File: src/sv/edl_pkg.sv
// Types and constants shared by the echo distance to LCD byte block.
`timescale 1ns / 1ps
`default_nettype none
package edl_pkg;

  // Configuration register indexes
  localparam int unsigned CfgIdxW = 4;
  localparam logic [CfgIdxW-1:0] CfgMaxDist   = CfgIdxW'(0);
  localparam logic [CfgIdxW-1:0] CfgBacklight = CfgIdxW'(1);

  localparam logic [13:0] MaxDistReset   = 14'd4000;
  localparam logic        BacklightReset = 1'b1;
  localparam logic [13:0] DisplayCap     = 14'd9999;

  // Distance arithmetic: mm = (width*343 + 1000) / 2000
  localparam logic [8:0]  SoundMul   = 9'd343;
  localparam logic [24:0] RoundAdd   = 25'd1000;
  // floor(n/125) = (n * Recip125) >> 28 for n < 2^21
  localparam logic [21:0] Recip125   = 22'd2147484;
  // floor(x/10) = (x * Recip10Wide) >> 19 for x < 16384
  localparam logic [16:0] Recip10Wide = 17'd52429;
  // floor(x/10) = (x * Recip10Narrow) >> 11 for x < 1029
  localparam logic [7:0]  Recip10Narrow = 8'd205;

  // LCD expander byte flags and characters
  localparam logic [7:0] ClearCmd = 8'h01;
  localparam logic [7:0] FlagRs   = 8'h01;
  localparam logic [7:0] FlagEn   = 8'h04;
  localparam logic [7:0] FlagBl   = 8'h08;
  localparam logic [7:0] ChZero   = 8'h30;
  localparam logic [7:0] ChDot    = 8'h2E;
  localparam logic [7:0] ChSpace  = 8'h20;
  localparam logic [7:0] ChC      = 8'h63;
  localparam logic [7:0] ChM      = 8'h6D;

  // Classified measurement handed from front to back
  typedef struct packed {
    logic [13:0] mm;
    logic [1:0]  nd;    // number of centimetre digits, 1 to 3
    logic [3:0]  d2;
    logic [3:0]  d1;
    logic [3:0]  d0;
    logic [3:0]  frac;
  } entry_t;

endpackage
`default_nettype wire

File: src/sv/edl_if.sv
// Channel interfaces: measurement input, expander byte output, configuration write.
`timescale 1ns / 1ps
`default_nettype none
interface edl_meas_if;
  logic        valid;
  logic        ready;
  logic [15:0] rise_time;
  logic [15:0] fall_time;
  modport source (output valid, rise_time, fall_time, input ready);
  modport sink   (input valid, rise_time, fall_time, output ready);
endinterface

interface edl_byte_if;
  logic        valid;
  logic        ready;
  logic [7:0]  expander_byte;
  logic        end_of_transfer;
  logic [13:0] distance_mm;
  logic        last;
  modport source (output valid, expander_byte, end_of_transfer, distance_mm, last,
                  input ready);
  modport sink   (input valid, expander_byte, end_of_transfer, distance_mm, last,
                  output ready);
endinterface

interface edl_cfg_if;
  logic        valid;
  logic        ready;
  logic [3:0]  index;
  logic [15:0] wdata;
  modport source (output valid, index, wdata, input ready);
  modport sink   (input valid, index, wdata, output ready);
endinterface
`default_nettype wire

File: src/sv/edl_front.sv
// Front pipeline: pulse width to millimetres, clamp, split into decimal digits.
`timescale 1ns / 1ps
`default_nettype none
module edl_front (
  input  wire logic             clk_i,
  input  wire logic             rst_ni,
  input  wire logic             in_valid_i,
  output logic                  in_ready_o,
  input  wire logic [15:0]      rise_time_i,
  input  wire logic [15:0]      fall_time_i,
  input  wire logic [13:0]      max_dist_i,
  output logic                  ent_valid_o,
  input  wire logic             ent_ready_i,
  output edl_pkg::entry_t       ent_o
);
  import edl_pkg::*;

  logic        v1_q, v2_q, v3_q, v4_q, v5_q;
  logic        adv;
  logic [24:0] prod_q;
  logic [13:0] mm2_q;
  logic [13:0] mm3_q;
  logic [9:0]  whole3_q;
  logic [3:0]  frac3_q;
  logic [13:0] mm4_q;
  logic [6:0]  tens4_q;
  logic [3:0]  d04_q;
  logic [3:0]  frac4_q;
  logic [1:0]  nd4_q;
  entry_t      ent_q;

  logic [15:0] width;
  logic [24:0] rounded;
  logic [42:0] q125;
  logic [13:0] lim;
  logic [13:0] mm_clamp;
  logic [30:0] q10w;
  logic [9:0]  whole;
  logic [17:0] q10a;
  logic [6:0]  tens;
  logic [14:0] q10b;
  logic [3:0]  hund;

  // Stall the whole pipe only when the last stage cannot hand off
  assign adv        = !(v5_q && !ent_ready_i);
  assign in_ready_o = adv;

  assign width    = fall_time_i - rise_time_i;
  assign rounded  = prod_q + RoundAdd;
  assign q125     = 43'(rounded[24:4]) * 43'(Recip125);
  assign lim      = (max_dist_i < DisplayCap) ? max_dist_i : DisplayCap;
  assign mm_clamp = (mm2_q > lim) ? lim : mm2_q;
  assign q10w     = 31'(mm_clamp) * 31'(Recip10Wide);
  assign whole    = q10w[28:19];
  assign q10a     = 18'(whole3_q) * 18'(Recip10Narrow);
  assign tens     = q10a[17:11];
  assign q10b     = 15'(tens4_q) * 15'(Recip10Narrow);
  assign hund     = q10b[14:11];

  always_ff @(posedge clk_i or negedge rst_ni) begin
    if (!rst_ni) begin
      v1_q <= 1'b0;
      v2_q <= 1'b0;
      v3_q <= 1'b0;
      v4_q <= 1'b0;
      v5_q <= 1'b0;
    end else if (adv) begin
      v1_q <= in_valid_i;
      v2_q <= v1_q;
      v3_q <= v2_q;
      v4_q <= v3_q;
      v5_q <= v4_q;
    end
  end

  always_ff @(posedge clk_i) begin
    if (adv) begin
      prod_q   <= 25'(width) * 25'(SoundMul);
      mm2_q    <= q125[41:28];
      mm3_q    <= mm_clamp;
      whole3_q <= whole;
      frac3_q  <= 4'(mm_clamp - 14'(whole) * 14'd10);
      mm4_q    <= mm3_q;
      tens4_q  <= tens;
      d04_q    <= 4'(whole3_q - 10'(tens) * 10'd10);
      frac4_q  <= frac3_q;
      if (whole3_q >= 10'd100) begin
        nd4_q <= 2'd3;
      end else if (whole3_q >= 10'd10) begin
        nd4_q <= 2'd2;
      end else begin
        nd4_q <= 2'd1;
      end
      ent_q.mm   <= mm4_q;
      ent_q.nd   <= nd4_q;
      ent_q.d2   <= hund;
      ent_q.d1   <= 4'(tens4_q - 7'(hund) * 7'd10);
      ent_q.d0   <= d04_q;
      ent_q.frac <= frac4_q;
    end
  end

  assign ent_valid_o = v5_q;
  assign ent_o       = ent_q;

endmodule
`default_nettype wire

File: src/sv/edl_fifo.sv
// Short register queue between the front pipeline and the byte sequencer.
`timescale 1ns / 1ps
`default_nettype none
module edl_fifo #(
  parameter int unsigned Depth = 2
) (
  input  wire logic        clk_i,
  input  wire logic        rst_ni,
  input  wire logic        push_valid_i,
  output logic             push_ready_o,
  input  wire edl_pkg::entry_t push_data_i,
  output logic             pop_valid_o,
  input  wire logic        pop_ready_i,
  output edl_pkg::entry_t  pop_data_o
);
  import edl_pkg::*;

  localparam int unsigned PtrW = (Depth > 1) ? $clog2(Depth) : 1;
  localparam int unsigned CntW = $clog2(Depth + 1);

  entry_t            mem_q [Depth];
  logic [PtrW-1:0]   wr_ptr_q, rd_ptr_q;
  logic [CntW-1:0]   cnt_q;
  logic              push, pop;

  assign push_ready_o = (cnt_q != CntW'(Depth));
  assign pop_valid_o  = (cnt_q != '0);
  assign push         = push_valid_i && push_ready_o;
  assign pop          = pop_valid_o && pop_ready_i;
  assign pop_data_o   = mem_q[rd_ptr_q];

  always_ff @(posedge clk_i or negedge rst_ni) begin
    if (!rst_ni) begin
      wr_ptr_q <= '0;
      rd_ptr_q <= '0;
      cnt_q    <= '0;
    end else begin
      if (push) begin
        wr_ptr_q <= (wr_ptr_q == PtrW'(Depth - 1)) ? '0 : wr_ptr_q + 1'b1;
      end
      if (pop) begin
        rd_ptr_q <= (rd_ptr_q == PtrW'(Depth - 1)) ? '0 : rd_ptr_q + 1'b1;
      end
      if (push && !pop) begin
        cnt_q <= cnt_q + 1'b1;
      end else if (pop && !push) begin
        cnt_q <= cnt_q - 1'b1;
      end
    end
  end

  always_ff @(posedge clk_i) begin
    if (push) begin
      mem_q[wr_ptr_q] <= push_data_i;
    end
  end

endmodule
`default_nettype wire

File: src/sv/edl_back.sv
// Byte sequencer: walks the characters of one reading and emits four expander bytes each.
`timescale 1ns / 1ps
`default_nettype none
module edl_back (
  input  wire logic             clk_i,
  input  wire logic             rst_ni,
  input  wire logic             ent_valid_i,
  output logic                  ent_ready_o,
  input  wire edl_pkg::entry_t  ent_i,
  input  wire logic             backlight_i,
  edl_byte_if.source            bytes_o
);
  import edl_pkg::*;

  logic        busy_q;
  entry_t      ent_q;
  logic [3:0]  ci_q;
  logic [1:0]  ph_q;
  logic        out_valid_q;
  logic [7:0]  out_byte_q;
  logic        out_eot_q;
  logic [13:0] out_mm_q;
  logic        out_last_q;

  logic        emit, final_char, fin, take;
  logic [3:0]  tail;
  logic [1:0]  dsel;
  logic [3:0]  digit;
  logic [7:0]  ch, rs, bl, hi, lo, byte_d;

  assign emit       = busy_q && (!out_valid_q || bytes_o.ready);
  assign tail       = ci_q - 4'(ent_q.nd) - 4'd1;
  assign final_char = (tail == 4'd4);
  assign fin        = emit && (ph_q == 2'd3) && final_char;
  assign ent_ready_o = !busy_q || fin;
  assign take       = ent_valid_i && ent_ready_o;

  // Digits go out most significant first
  assign dsel = ent_q.nd - ci_q[1:0];
  always_comb begin
    case (dsel)
      2'd2:    digit = ent_q.d2;
      2'd1:    digit = ent_q.d1;
      default: digit = ent_q.d0;
    endcase
  end

  always_comb begin
    rs = FlagRs;
    if (ci_q == 4'd0) begin
      ch = ClearCmd;
      rs = 8'h00;
    end else if (ci_q <= 4'(ent_q.nd)) begin
      ch = ChZero + 8'(digit);
    end else begin
      case (tail)
        4'd0:    ch = ChDot;
        4'd1:    ch = ChZero + 8'(ent_q.frac);
        4'd2:    ch = ChSpace;
        4'd3:    ch = ChC;
        default: ch = ChM;
      endcase
    end
  end

  assign bl = backlight_i ? FlagBl : 8'h00;
  assign hi = (ch & 8'hF0) | rs | bl;
  assign lo = ({ch[3:0], 4'h0}) | rs | bl;

  always_comb begin
    case (ph_q)
      2'd0:    byte_d = hi | FlagEn;
      2'd1:    byte_d = hi;
      2'd2:    byte_d = lo | FlagEn;
      default: byte_d = lo;
    endcase
  end

  always_ff @(posedge clk_i or negedge rst_ni) begin
    if (!rst_ni) begin
      busy_q      <= 1'b0;
      ci_q        <= '0;
      ph_q        <= '0;
      out_valid_q <= 1'b0;
    end else begin
      if (take) begin
        busy_q <= 1'b1;
        ci_q   <= '0;
        ph_q   <= '0;
      end else if (fin) begin
        busy_q <= 1'b0;
      end else if (emit) begin
        ph_q <= ph_q + 2'd1;
        if (ph_q == 2'd3) begin
          ci_q <= ci_q + 4'd1;
        end
      end
      if (emit) begin
        out_valid_q <= 1'b1;
      end else if (bytes_o.ready) begin
        out_valid_q <= 1'b0;
      end
    end
  end

  always_ff @(posedge clk_i) begin
    if (take) begin
      ent_q <= ent_i;
    end
    if (emit) begin
      out_byte_q <= byte_d;
      out_eot_q  <= (ph_q == 2'd3);
      out_mm_q   <= ent_q.mm;
      out_last_q <= fin;
    end
  end

  assign bytes_o.valid           = out_valid_q;
  assign bytes_o.expander_byte   = out_byte_q;
  assign bytes_o.end_of_transfer = out_eot_q;
  assign bytes_o.distance_mm     = out_mm_q;
  assign bytes_o.last            = out_last_q;

endmodule
`default_nettype wire

File: src/sv/echo_distance_to_lcd_bytes_core.sv
// Top level: echo capture pair in, LCD expander bytes out.
//
// meas_i takes one request per echo: rise_time and fall_time captures. The
// distance in millimetres is computed, clamped to max_distance_mm (and to
// 9999), and printed as "<cm>.<tenths> cm" after a clear command.
// bytes_o delivers one expander byte per accepted transfer, four per
// character, with end_of_transfer on every fourth byte and last on the final
// byte of the reading. distance_mm repeats on every byte of a reading.
// cfg_i writes register 0 (max_distance_mm) or 1 (backlight_on); other
// indexes are dropped. It is always ready and should be used while idle.
// The first byte of a reading passes the 5 front stages, the first loaded at
// the accepting edge, then queue, sequencer load and output register.
// Throughput: one byte per cycle while the receiver is ready; a reading
// yields 28 to 36 bytes, so the byte sequencer sets the request rate. The front
// pipeline and the queue take new requests while the sequencer works.
// When the receiver stalls, the output register holds its byte, the queue
// fills and then meas_i.ready drops. Reset empties the pipe and queue and
// loads max_distance_mm = 4000 and backlight_on = 1.
`timescale 1ns / 1ps
`default_nettype none
module echo_distance_to_lcd_bytes_core #(
  parameter int unsigned QueueDepth = 2
) (
  input  wire logic   clk_i,
  input  wire logic   rst_ni,
  edl_meas_if.sink    meas_i,
  edl_byte_if.source  bytes_o,
  edl_cfg_if.sink     cfg_i
);
  import edl_pkg::*;

  logic [13:0] max_dist_q;
  logic        backlight_q;

  logic        f_valid, f_ready, b_valid, b_ready;
  entry_t      f_data, b_data;

  assign cfg_i.ready = 1'b1;

  always_ff @(posedge clk_i or negedge rst_ni) begin
    if (!rst_ni) begin
      max_dist_q  <= MaxDistReset;
      backlight_q <= BacklightReset;
    end else if (cfg_i.valid) begin
      case (cfg_i.index)
        CfgMaxDist:   max_dist_q  <= cfg_i.wdata[13:0];
        CfgBacklight: backlight_q <= cfg_i.wdata[0];
        default:      ;
      endcase
    end
  end

  edl_front u_front (
    .clk_i       (clk_i),
    .rst_ni      (rst_ni),
    .in_valid_i  (meas_i.valid),
    .in_ready_o  (meas_i.ready),
    .rise_time_i (meas_i.rise_time),
    .fall_time_i (meas_i.fall_time),
    .max_dist_i  (max_dist_q),
    .ent_valid_o (f_valid),
    .ent_ready_i (f_ready),
    .ent_o       (f_data)
  );

  edl_fifo #(
    .Depth (QueueDepth)
  ) u_fifo (
    .clk_i        (clk_i),
    .rst_ni       (rst_ni),
    .push_valid_i (f_valid),
    .push_ready_o (f_ready),
    .push_data_i  (f_data),
    .pop_valid_o  (b_valid),
    .pop_ready_i  (b_ready),
    .pop_data_o   (b_data)
  );

  edl_back u_back (
    .clk_i       (clk_i),
    .rst_ni      (rst_ni),
    .ent_valid_i (b_valid),
    .ent_ready_o (b_ready),
    .ent_i       (b_data),
    .backlight_i (backlight_q),
    .bytes_o     (bytes_o)
  );

endmodule
`default_nettype wire

File: src/flat_wrapper.sv
// flat-port wrapper written by rule: the top's interface ports become plain ports
module echo_distance_to_lcd_bytes_core_flat import edl_pkg::*;
#(
  parameter int unsigned QueueDepth = 2
)
  (clk_i, rst_ni, meas_i_valid, meas_i_rise_time, meas_i_fall_time, meas_i_ready, bytes_o_valid, bytes_o_expander_byte, bytes_o_end_of_transfer, bytes_o_distance_mm, bytes_o_last, bytes_o_ready, cfg_i_valid, cfg_i_index, cfg_i_wdata, cfg_i_ready);
  edl_meas_if meas_i_i ();
  edl_byte_if bytes_o_i ();
  edl_cfg_if cfg_i_i ();
  input  wire logic clk_i;
  input  wire logic rst_ni;
  input wire logic [$bits(meas_i_i.valid)-1:0] meas_i_valid;
  input wire logic [$bits(meas_i_i.rise_time)-1:0] meas_i_rise_time;
  input wire logic [$bits(meas_i_i.fall_time)-1:0] meas_i_fall_time;
  output wire logic [$bits(meas_i_i.ready)-1:0] meas_i_ready;
  output wire logic [$bits(bytes_o_i.valid)-1:0] bytes_o_valid;
  output wire logic [$bits(bytes_o_i.expander_byte)-1:0] bytes_o_expander_byte;
  output wire logic [$bits(bytes_o_i.end_of_transfer)-1:0] bytes_o_end_of_transfer;
  output wire logic [$bits(bytes_o_i.distance_mm)-1:0] bytes_o_distance_mm;
  output wire logic [$bits(bytes_o_i.last)-1:0] bytes_o_last;
  input wire logic [$bits(bytes_o_i.ready)-1:0] bytes_o_ready;
  input wire logic [$bits(cfg_i_i.valid)-1:0] cfg_i_valid;
  input wire logic [$bits(cfg_i_i.index)-1:0] cfg_i_index;
  input wire logic [$bits(cfg_i_i.wdata)-1:0] cfg_i_wdata;
  output wire logic [$bits(cfg_i_i.ready)-1:0] cfg_i_ready;
  assign meas_i_i.valid = meas_i_valid;
  assign meas_i_i.rise_time = meas_i_rise_time;
  assign meas_i_i.fall_time = meas_i_fall_time;
  assign meas_i_ready = meas_i_i.ready;
  assign bytes_o_valid = bytes_o_i.valid;
  assign bytes_o_expander_byte = bytes_o_i.expander_byte;
  assign bytes_o_end_of_transfer = bytes_o_i.end_of_transfer;
  assign bytes_o_distance_mm = bytes_o_i.distance_mm;
  assign bytes_o_last = bytes_o_i.last;
  assign bytes_o_i.ready = bytes_o_ready;
  assign cfg_i_i.valid = cfg_i_valid;
  assign cfg_i_i.index = cfg_i_index;
  assign cfg_i_i.wdata = cfg_i_wdata;
  assign cfg_i_ready = cfg_i_i.ready;
  echo_distance_to_lcd_bytes_core #(.QueueDepth(QueueDepth)) u_core (.clk_i(clk_i), .rst_ni(rst_ni), .meas_i(meas_i_i), .bytes_o(bytes_o_i), .cfg_i(cfg_i_i));
endmodule
File: config.mk
export PLATFORM = sky130hd
export DESIGN_NAME = echo_distance_to_lcd_bytes_core_flat
export DESIGN_NICKNAME = d
export VERILOG_FILES = /design/src/sv/edl_pkg.sv /design/src/sv/edl_if.sv /design/src/sv/edl_front.sv /design/src/sv/edl_fifo.sv /design/src/sv/edl_back.sv /design/src/sv/echo_distance_to_lcd_bytes_core.sv /design/src/flat_wrapper.sv
export SDC_FILE = /design/constraint.sdc
export NUM_CORES = 1
export LEC_CHECK = 0
export BUFFER_PORTS_ARGS = -buffer_cell sky130_fd_sc_hd__buf_2
export CAP_MARGIN = 20
export CORE_MARGIN = 5
export CORE_UTILIZATION = 58
export CTS_CLUSTER_DIAMETER = 60
export DETAILED_ROUTE_END_ITERATION = 8
export MAX_ROUTING_LAYER = met4
export PLACE_DENSITY = 0.83
export SLEW_MARGIN = 10
export SYNTH_ARGS = -nofsm -noshare
export SYNTH_HDL_FRONTEND = slang
export SYNTH_SLANG_ARGS = --single-unit
File: constraint.sdc
create_clock -name clk_i -period 8.9 [get_ports clk_i]
set_input_delay 0.445 -clock clk_i [delete_from_list [all_inputs] [get_ports clk_i]]
set_output_delay 0.445 -clock clk_i [all_outputs]
set_load 0.01 [all_outputs]
==> results of run 1 <==
## per-layer routing
layer | wire length (um) | part of all wire [%] | global-route usage [%]
met1 | 20900 | 42 | 27.6
met2 | 25400 | 51 | 39.2
met3 | 2170 | 4.3 | 2.30
met4 | 1430 | 2.9 | 6.26
met5 | 0 | 0 | -
## metrics by stage
step           worst slack, ns  util (%)  instances
2_1_floorplan          0.00123         -       2143
3_3_place_gp            -0.151      62.5       2847
6_report                -0.166      66.0       2934
3_5_place_dp            -0.363      62.5       2847
5_1_grt                 -0.471      66.0       2934
4_1_cts                -0.0476      65.5       2924
## worst max-delay path, delay by kind of cell, from the launching register on
kind            cells  cell delay (ns)
flops               1             0.38
xor+xnor            2             0.42
simple gates        6             1.14
buf+inv             6             0.46
fa+ha+maj          10             3.89
compound gates     12             2.49
## cell type report
cell class / count / area, um^2
flip-flops and latches: 272 / 8020
inverters: 476 / 1790
multi-input cells: 1383 / 15400
well taps: 546 / 683
clock inverters: 17 / 174
clock buffers: 36 / 752
repair buffers: 204 / 1430
fillers: 3053 / 14600
## cell families (layout without fill, tap and decap cells)
kind of cell / after synthesis / count (layout) / share of synthesized area (%)
xor+xnor: 109 / 109 / 3.89
flops: 272 / 272 / 32.2
compound gates: 241 / 241 / 6.47
other cells: 2 / 2 / 0.0302
mux: 51 / 51 / 2.30
buf+inv: 488 / 733 / 7.39
fa+ha+maj: 705 / 705 / 42.2
simple gates: 275 / 275 / 5.54
## cell usage after synthesis, types with 4 or more instances
cell,number,share of area [%]
nor3_1,22,0.44
nor2_1,72,1.1
xnor2_1,68,2.4
o21ai_0,47,0.94
a21o_1,36,1.1
o21a_1,12,0.36
clkbuf_1,6,0.090
dfrtp_1,25,2.5
nor4_1,5,0.13
nand2_1,68,1.0
edfxtp_1,240,29
nand3_1,9,0.18
and2_1,9,0.23
buf_1,4,0.060
nand2b_1,13,0.33
a211o_1,6,0.21
dfstp_2,7,0.74
nand4_1,19,0.48
a211oi_1,6,0.18
ha_1,479,24
a21boi_0,6,0.18
o2111ai_1,4,0.14
fa_1,225,18
o211ai_1,9,0.27
o31ai_1,8,0.24
nor2b_1,8,0.20
o21bai_1,8,0.24
o21ai_1,4,0.080
a22oi_1,4,0.12
and4_1,7,0.25
and3_1,10,0.25
a31o_2,4,0.14
inv_1,475,7.2
a31oi_1,6,0.15
a21oi_1,56,1.1
or3_1,12,0.30
xor2_1,40,1.4
or2_2,9,0.23
mux2_2,50,2.3
o31a_1,5,0.18
## final timing paths
path | start | endpoint | slack (ns) | cells past startpoint
max in group asynchronous | rst_ni | u_core.max_dist_q[13] | 7.94 | 2
min reg2reg | u_core.u_front.mm4_q[0] | u_core.u_front.ent_o[18] | 0.42 | 0
max reg2reg | u_core.max_dist_q[7] | u_core.u_front.frac3_q[3] | -0.17 | 36
min in group asynchronous | rst_ni | u_core.u_fifo.wr_ptr_q | 0.48 | 2
min | cfg_i_wdata[4] | u_core.max_dist_q[4] | 0.11 | 2
max | u_core.max_dist_q[7] | u_core.u_front.frac3_q[3] | -0.17 | 36
## registers in the layout (all words and copies together) (netlist names), 7 cells and up
register	flops
u_core.u_front.mm2_q	14
u_core.u_front.whole3_q	10
u_core.u_front.ent_o	31
u_core.u_front.mm4_q	14
u_core.u_back.bytes_o.distance_mm	14
u_core.u_back.bytes_o.expander_byte	7
u_core.u_back.ent_q	31
u_core.u_fifo.mem_q	62
u_core.u_front.prod_q	22
u_core.u_front.tens4_q	7
u_core.max_dist_q	14
u_core.u_front.mm3_q	14
## what timing repair did
action                                  in CTS  in global routing
resized for setup                           34                 29
hold buffers                                 1                  0
hold endpoints to repair                    25                  0
pin swaps                                   43                 36
setup buffers                               23                 13
endpoints found under the setup margin       2                  6
==> summary.md, run 1 <==
| Metric | Value |
|---|---|
| Finished Cell Area | `approximately 28000 um^2` |
| Total Routing Usage GR | `22.3%` |
| Avg WL per Cell | `roughly 17 um` |
| Cell Area, Placed | `approximately 27000 um^2` |
| Initial antenna violation count | `0` |
| Final ANT Viol Nets | `0` |
| Status | `finished with violations` |
| Clock Tree Buf Depth | `3` |
| Top FF cell, synth | `edfxtp_1` |
| Most frequent cells in the layout | `ha_1, inv_1, edfxtp_1, fa_1, buf_4` |
| DR vias/cell | `around 5.4` |
| Num rows | `76` |
| Setup crit end kind | `flip-flop` |
| Failing checks | `negative setup slack` |
| Port Buf Inserts | `79` |
| First-pass DRT Iterations | `7` |
| Netlist cell types | `69` |
| Final Skew | `0.0108 ns` |
| Crit path DAT | `9.37 ns` |
| Tmin final | `slightly above 9 ns` |
| Synth Cell Area | `24900 um^2` |
| Endpoints failing setup | `1` |
| Inserted Clock Buffers | `29` |
| Fin worst setup slack | `-0.166 ns` |
| Syn_nets | `2904` |
| CP Max Fanout | `6` |
| Worst skew pair latency | `0.56 ns` |
| Die area | `roughly 47000 um^2` |
| Final hold viol count | `0` |
| Max-cap violations | `0` |
| DRC errors left | `0` |
| Tcrit/Tclk final | `102%` |
| Layout cell share with drive strength beyond 1 | `between 10% and 20%` |
| Clock sink total | `272` |
| Slowest-stage cell, CP | `fa_1` |
| Final wirelength | `49800 um` |
| Commonest non-fill, non-tap cell in the layout | `ha_1` |
| Register area share after synthesis | `roughly 32%` |
| Largest net degree at the start of global routing | `between 100 and 150` |
| Slew Limit Fails | `0` |
| DRT iter0 DRCs | `roughly 830` |
| Max Freq | `between 100 and 150 MHz` |
| First-pass GRT wire length | `about 84000 um` |
| DIE WIDTH | `217 um` |
| Ys Warns | `0` |
| TNS Setup | `-0.166 ns` |
| Final hold slack | `between 0.1 and 0.15 ns` |
| Final RePlAce weighted congestion | `just under 1` |
| Critical path class | `flip-flop to flip-flop` |
| Final nets | `around 3.1k` |
| DR vias | `between 15k and 20k` |
| Vias in the first global route | `about 17k` |
| Die Height | `about 220 um` |
| Worst slew margin | `about 28%` |
| EDFF count, synth | `240` |
| Hold Crit Class | `input port to flip-flop` |
| H-tree levels | `1` |
| Slowest stage delay, CP | `between 0.5 and 0.6 ns` |
| Ant. Diodes | `0` |
| I/O pins | `84` |
| Slew @ Worst Pin | `1.07 ns` |
| GRT Residual Overflow | `0` |
| Synth async-reset ratio | `between 10% and 20%` |
| Core ar. | `42800 um^2` |
| Area grow syn2layout | `13.4%` |
| Avg Inst Size Synth | `between 10 and 15 um^2` |
| Gate Count Post-Synth | `2143` |
| CTS tree | `done` |
| Element type at the critical path start | `flip-flop` |
| Post-synthesis register bit count | `272` |
| Initial Util | `between 50% and 60%` |
| Required time of the worst setup path | `9.21 ns` |
| RSZ-0062 raised after global routing | `yes` |
| Clk root buf | `clkbuf_16` |
| Worst-path clk slew | `about 0.060 ns` |
| Most used cell, CP | `fa_1` |
| HPWL Detailed | `around 40000 um` |
Power of run 1 is not shown: default switching activity piles up to over one toggle a cycle in this logic, so the estimate is an artifact.
==> inputs of run 2 (changes only) <==
Settings changed: SETUP_SLACK_MARGIN from default to 0.15.
==> run 2 against run 1 <==
- the flow still finishes with violations (negative setup slack)
- sequential share of layout area up 0.067 points
- final area down 0.23%
- highest routed layer unchanged
- hold slack got worse by 0.014 ns
- critical path depth is 1 higher
- die area unchanged
- core utilization is 0.15 points lower
==> summary.md, run 2 (synthesis gave the netlist of run 1 again) <==
| Metric | Value |
|---|---|
| Status | `finished with violations` |
| Failing checks | `negative setup slack` |
| Total Routing Usage GR | `~22%` |
| Inserted Clock Buffers | `30` |
| Area grow syn2layout | `13.1%` |
| First-pass DRT Iterations | `7` |
| Slew @ Worst Pin | `1.11 ns` |
| H-tree levels | `1` |
| Avg WL per Cell | `between 15 and 20 um` |
| Layout cell share with drive strength beyond 1 | `between 10% and 20%` |
| Final Skew | `between 0.02 and 0.025 ns` |
| CTS tree | `done` |
| Tcrit/Tclk final | `103%` |
| DIE WIDTH | `around 220 um` |
| Final core utilization | `65.8%` |
| Most used cell, CP | `fa_1` |
| Slowest-stage cell, CP | `fa_1` |
| Gr busiest metal | `met2` |
| First-pass GRT wire length | `82300 um` |
| Endpoints failing setup | `1` |
| Core ar. | `42800 um^2` |
| RSZ-0062 raised after global routing | `yes` |
| Clock sink total | `roughly 270` |
| Slew Limit Fails | `0` |
| CP Max Fanout | `6` |
| Largest net degree at the start of global routing | `69` |
| Final nets | `between 3k and 4k` |
| Final wirelength | `49400 um` |
| Max-cap violations | `0` |
| Worst-path clk slew | `0.07 ns` |
| Element type at the critical path start | `flip-flop` |
| DRT iter0 DRCs | `794` |
| Critical path class | `flip-flop to flip-flop` |
| Worst skew pair latency | `between 0.5 and 0.6 ns` |
| I/O pins | `84` |
| Die Height | `around 220 um` |
| Hold Crit Class | `input port to flip-flop` |
| Initial antenna violation count | `0` |
| Final ANT Viol Nets | `0` |
| Final hold slack | `0.0994 ns` |
| Worst slew margin | `between 20% and 30%` |
| Hold Crit Depth | `2` |
| Slowest stage delay, CP | `0.54 ns` |
| Required time of the worst setup path | `approximately 9 ns` |
| DRC errors left | `0` |
| M1 GR Usage | `27.5%` |
| Worst Reg-to-Reg Cells | `37` |
| Clock Tree Buf Depth | `3` |
| Final hold viol count | `0` |
| DR vias/cell | `5.42` |
| Largest reg by FF count | `u_core.u_fifo.mem_q` |
| Max reg flops | `62` |
| Ant. Diodes | `0` |
| DR vias | `15.8k` |
| Crit path DAT | `about 9.5 ns` |
| Initial Util | `roughly 58%` |
| Setup crit end kind | `flip-flop` |
| Fin worst setup slack | `-0.246 ns` |
| Final RePlAce weighted congestion | `0.915` |
| GR Util met3 | `between 2 and 2.5%` |
| Die area | `around 47000 um^2` |
| Num rows | `76` |
| HPWL Detailed | `between 30000 and 40000 um` |
| Vias in the first global route | `around 17k` |
| Met2 Use GR | `between 30% and 40%` |
| Clk root buf | `clkbuf_16` |
| Port Buf Inserts | `79` |
| Most frequent cells in the layout | `ha_1, inv_1, edfxtp_1, fa_1, buf_4` |
| Commonest non-fill, non-tap cell in the layout | `ha_1` |
| Max Freq | `109 MHz` |
| Fillers | `approximately 3.1k` |
| GRT Residual Overflow | `0` |
| Tmin final | `~9 ns` |
==> run 2: final cells by class <==
type,instances,area (um^2),share of cell area (%)
Multi-Input combinational cell,1384,15500,55.0
Sequential cell,272,8020,28.5
Inverter,476,1790,6.34
Timing Repair Buffer,176,1240,4.39
Clock buffer,31,754,2.68
Tap cell,546,683,2.42
Clock inverter,25,205,0.728
==> run 2: what timing repair did <==
| action | CTS | global route |
|---|---|---|
| hold endpoints to repair | 25 | 0 |
| hold buffers | 1 | 0 |
| pin swaps | 22 | 32 |
| resized for setup | 27 | 49 |
| gates cloned | 1 | 2 |
| setup buffers | 15 | 11 |
| setup endpoints to repair | 4 | 10 |
==> run 2: stage by stage <==
stage	area (um^2)	TNS (ns)	cells	worst slack [ns]
after global placement	26600	0	2823	0.0272
after CTS	27800	-0.0617	2896	-0.0617
after floorplan	25100	0	2143	0.152
final	28200	-0.246	2910	-0.246
after global routing	28200	-1.53	2910	-0.566
after detailed placement	26600	-0.222	2823	-0.222
==> run 2: worst max-delay path, delay by kind of cell (launching register included) <==
kind                       cells  cell delay, ns
AOI/OAI and AO/OA             11            2.29
xor gates and xnor gates       2            0.41
adders and majority gates     11            4.12
buffers and inverters          7            0.53
DFF                            1            0.41
and+or+nand+nor                6            1.13
==> run 2: worst paths after layout <==
path | from | to | slack (ns)
setup / recovery | u_core.max_dist_q[4] | u_core.u_front.frac3_q[3] | -0.25
hold / removal | cfg_i_wdata[9] | u_core.max_dist_q[9] | 0.1
setup reg to reg | u_core.max_dist_q[4] | u_core.u_front.frac3_q[3] | -0.25
hold reg to reg | u_core.u_front.mm3_q[10] | u_core.u_front.mm4_q[10] | 0.42
max in group asynchronous | rst_ni | u_core.u_front.v1_q | 7.94
min in group asynchronous | rst_ni | u_core.u_back.busy_q | 0.48
==> run 2: layer usage <==
layer  vias up  wire (um)
met5         -          0
met1      7751      21200
met4         0       1260
li1       7617          -
met2       302      25300
met3        98       1670
Power of run 2 is left out for the same reason.
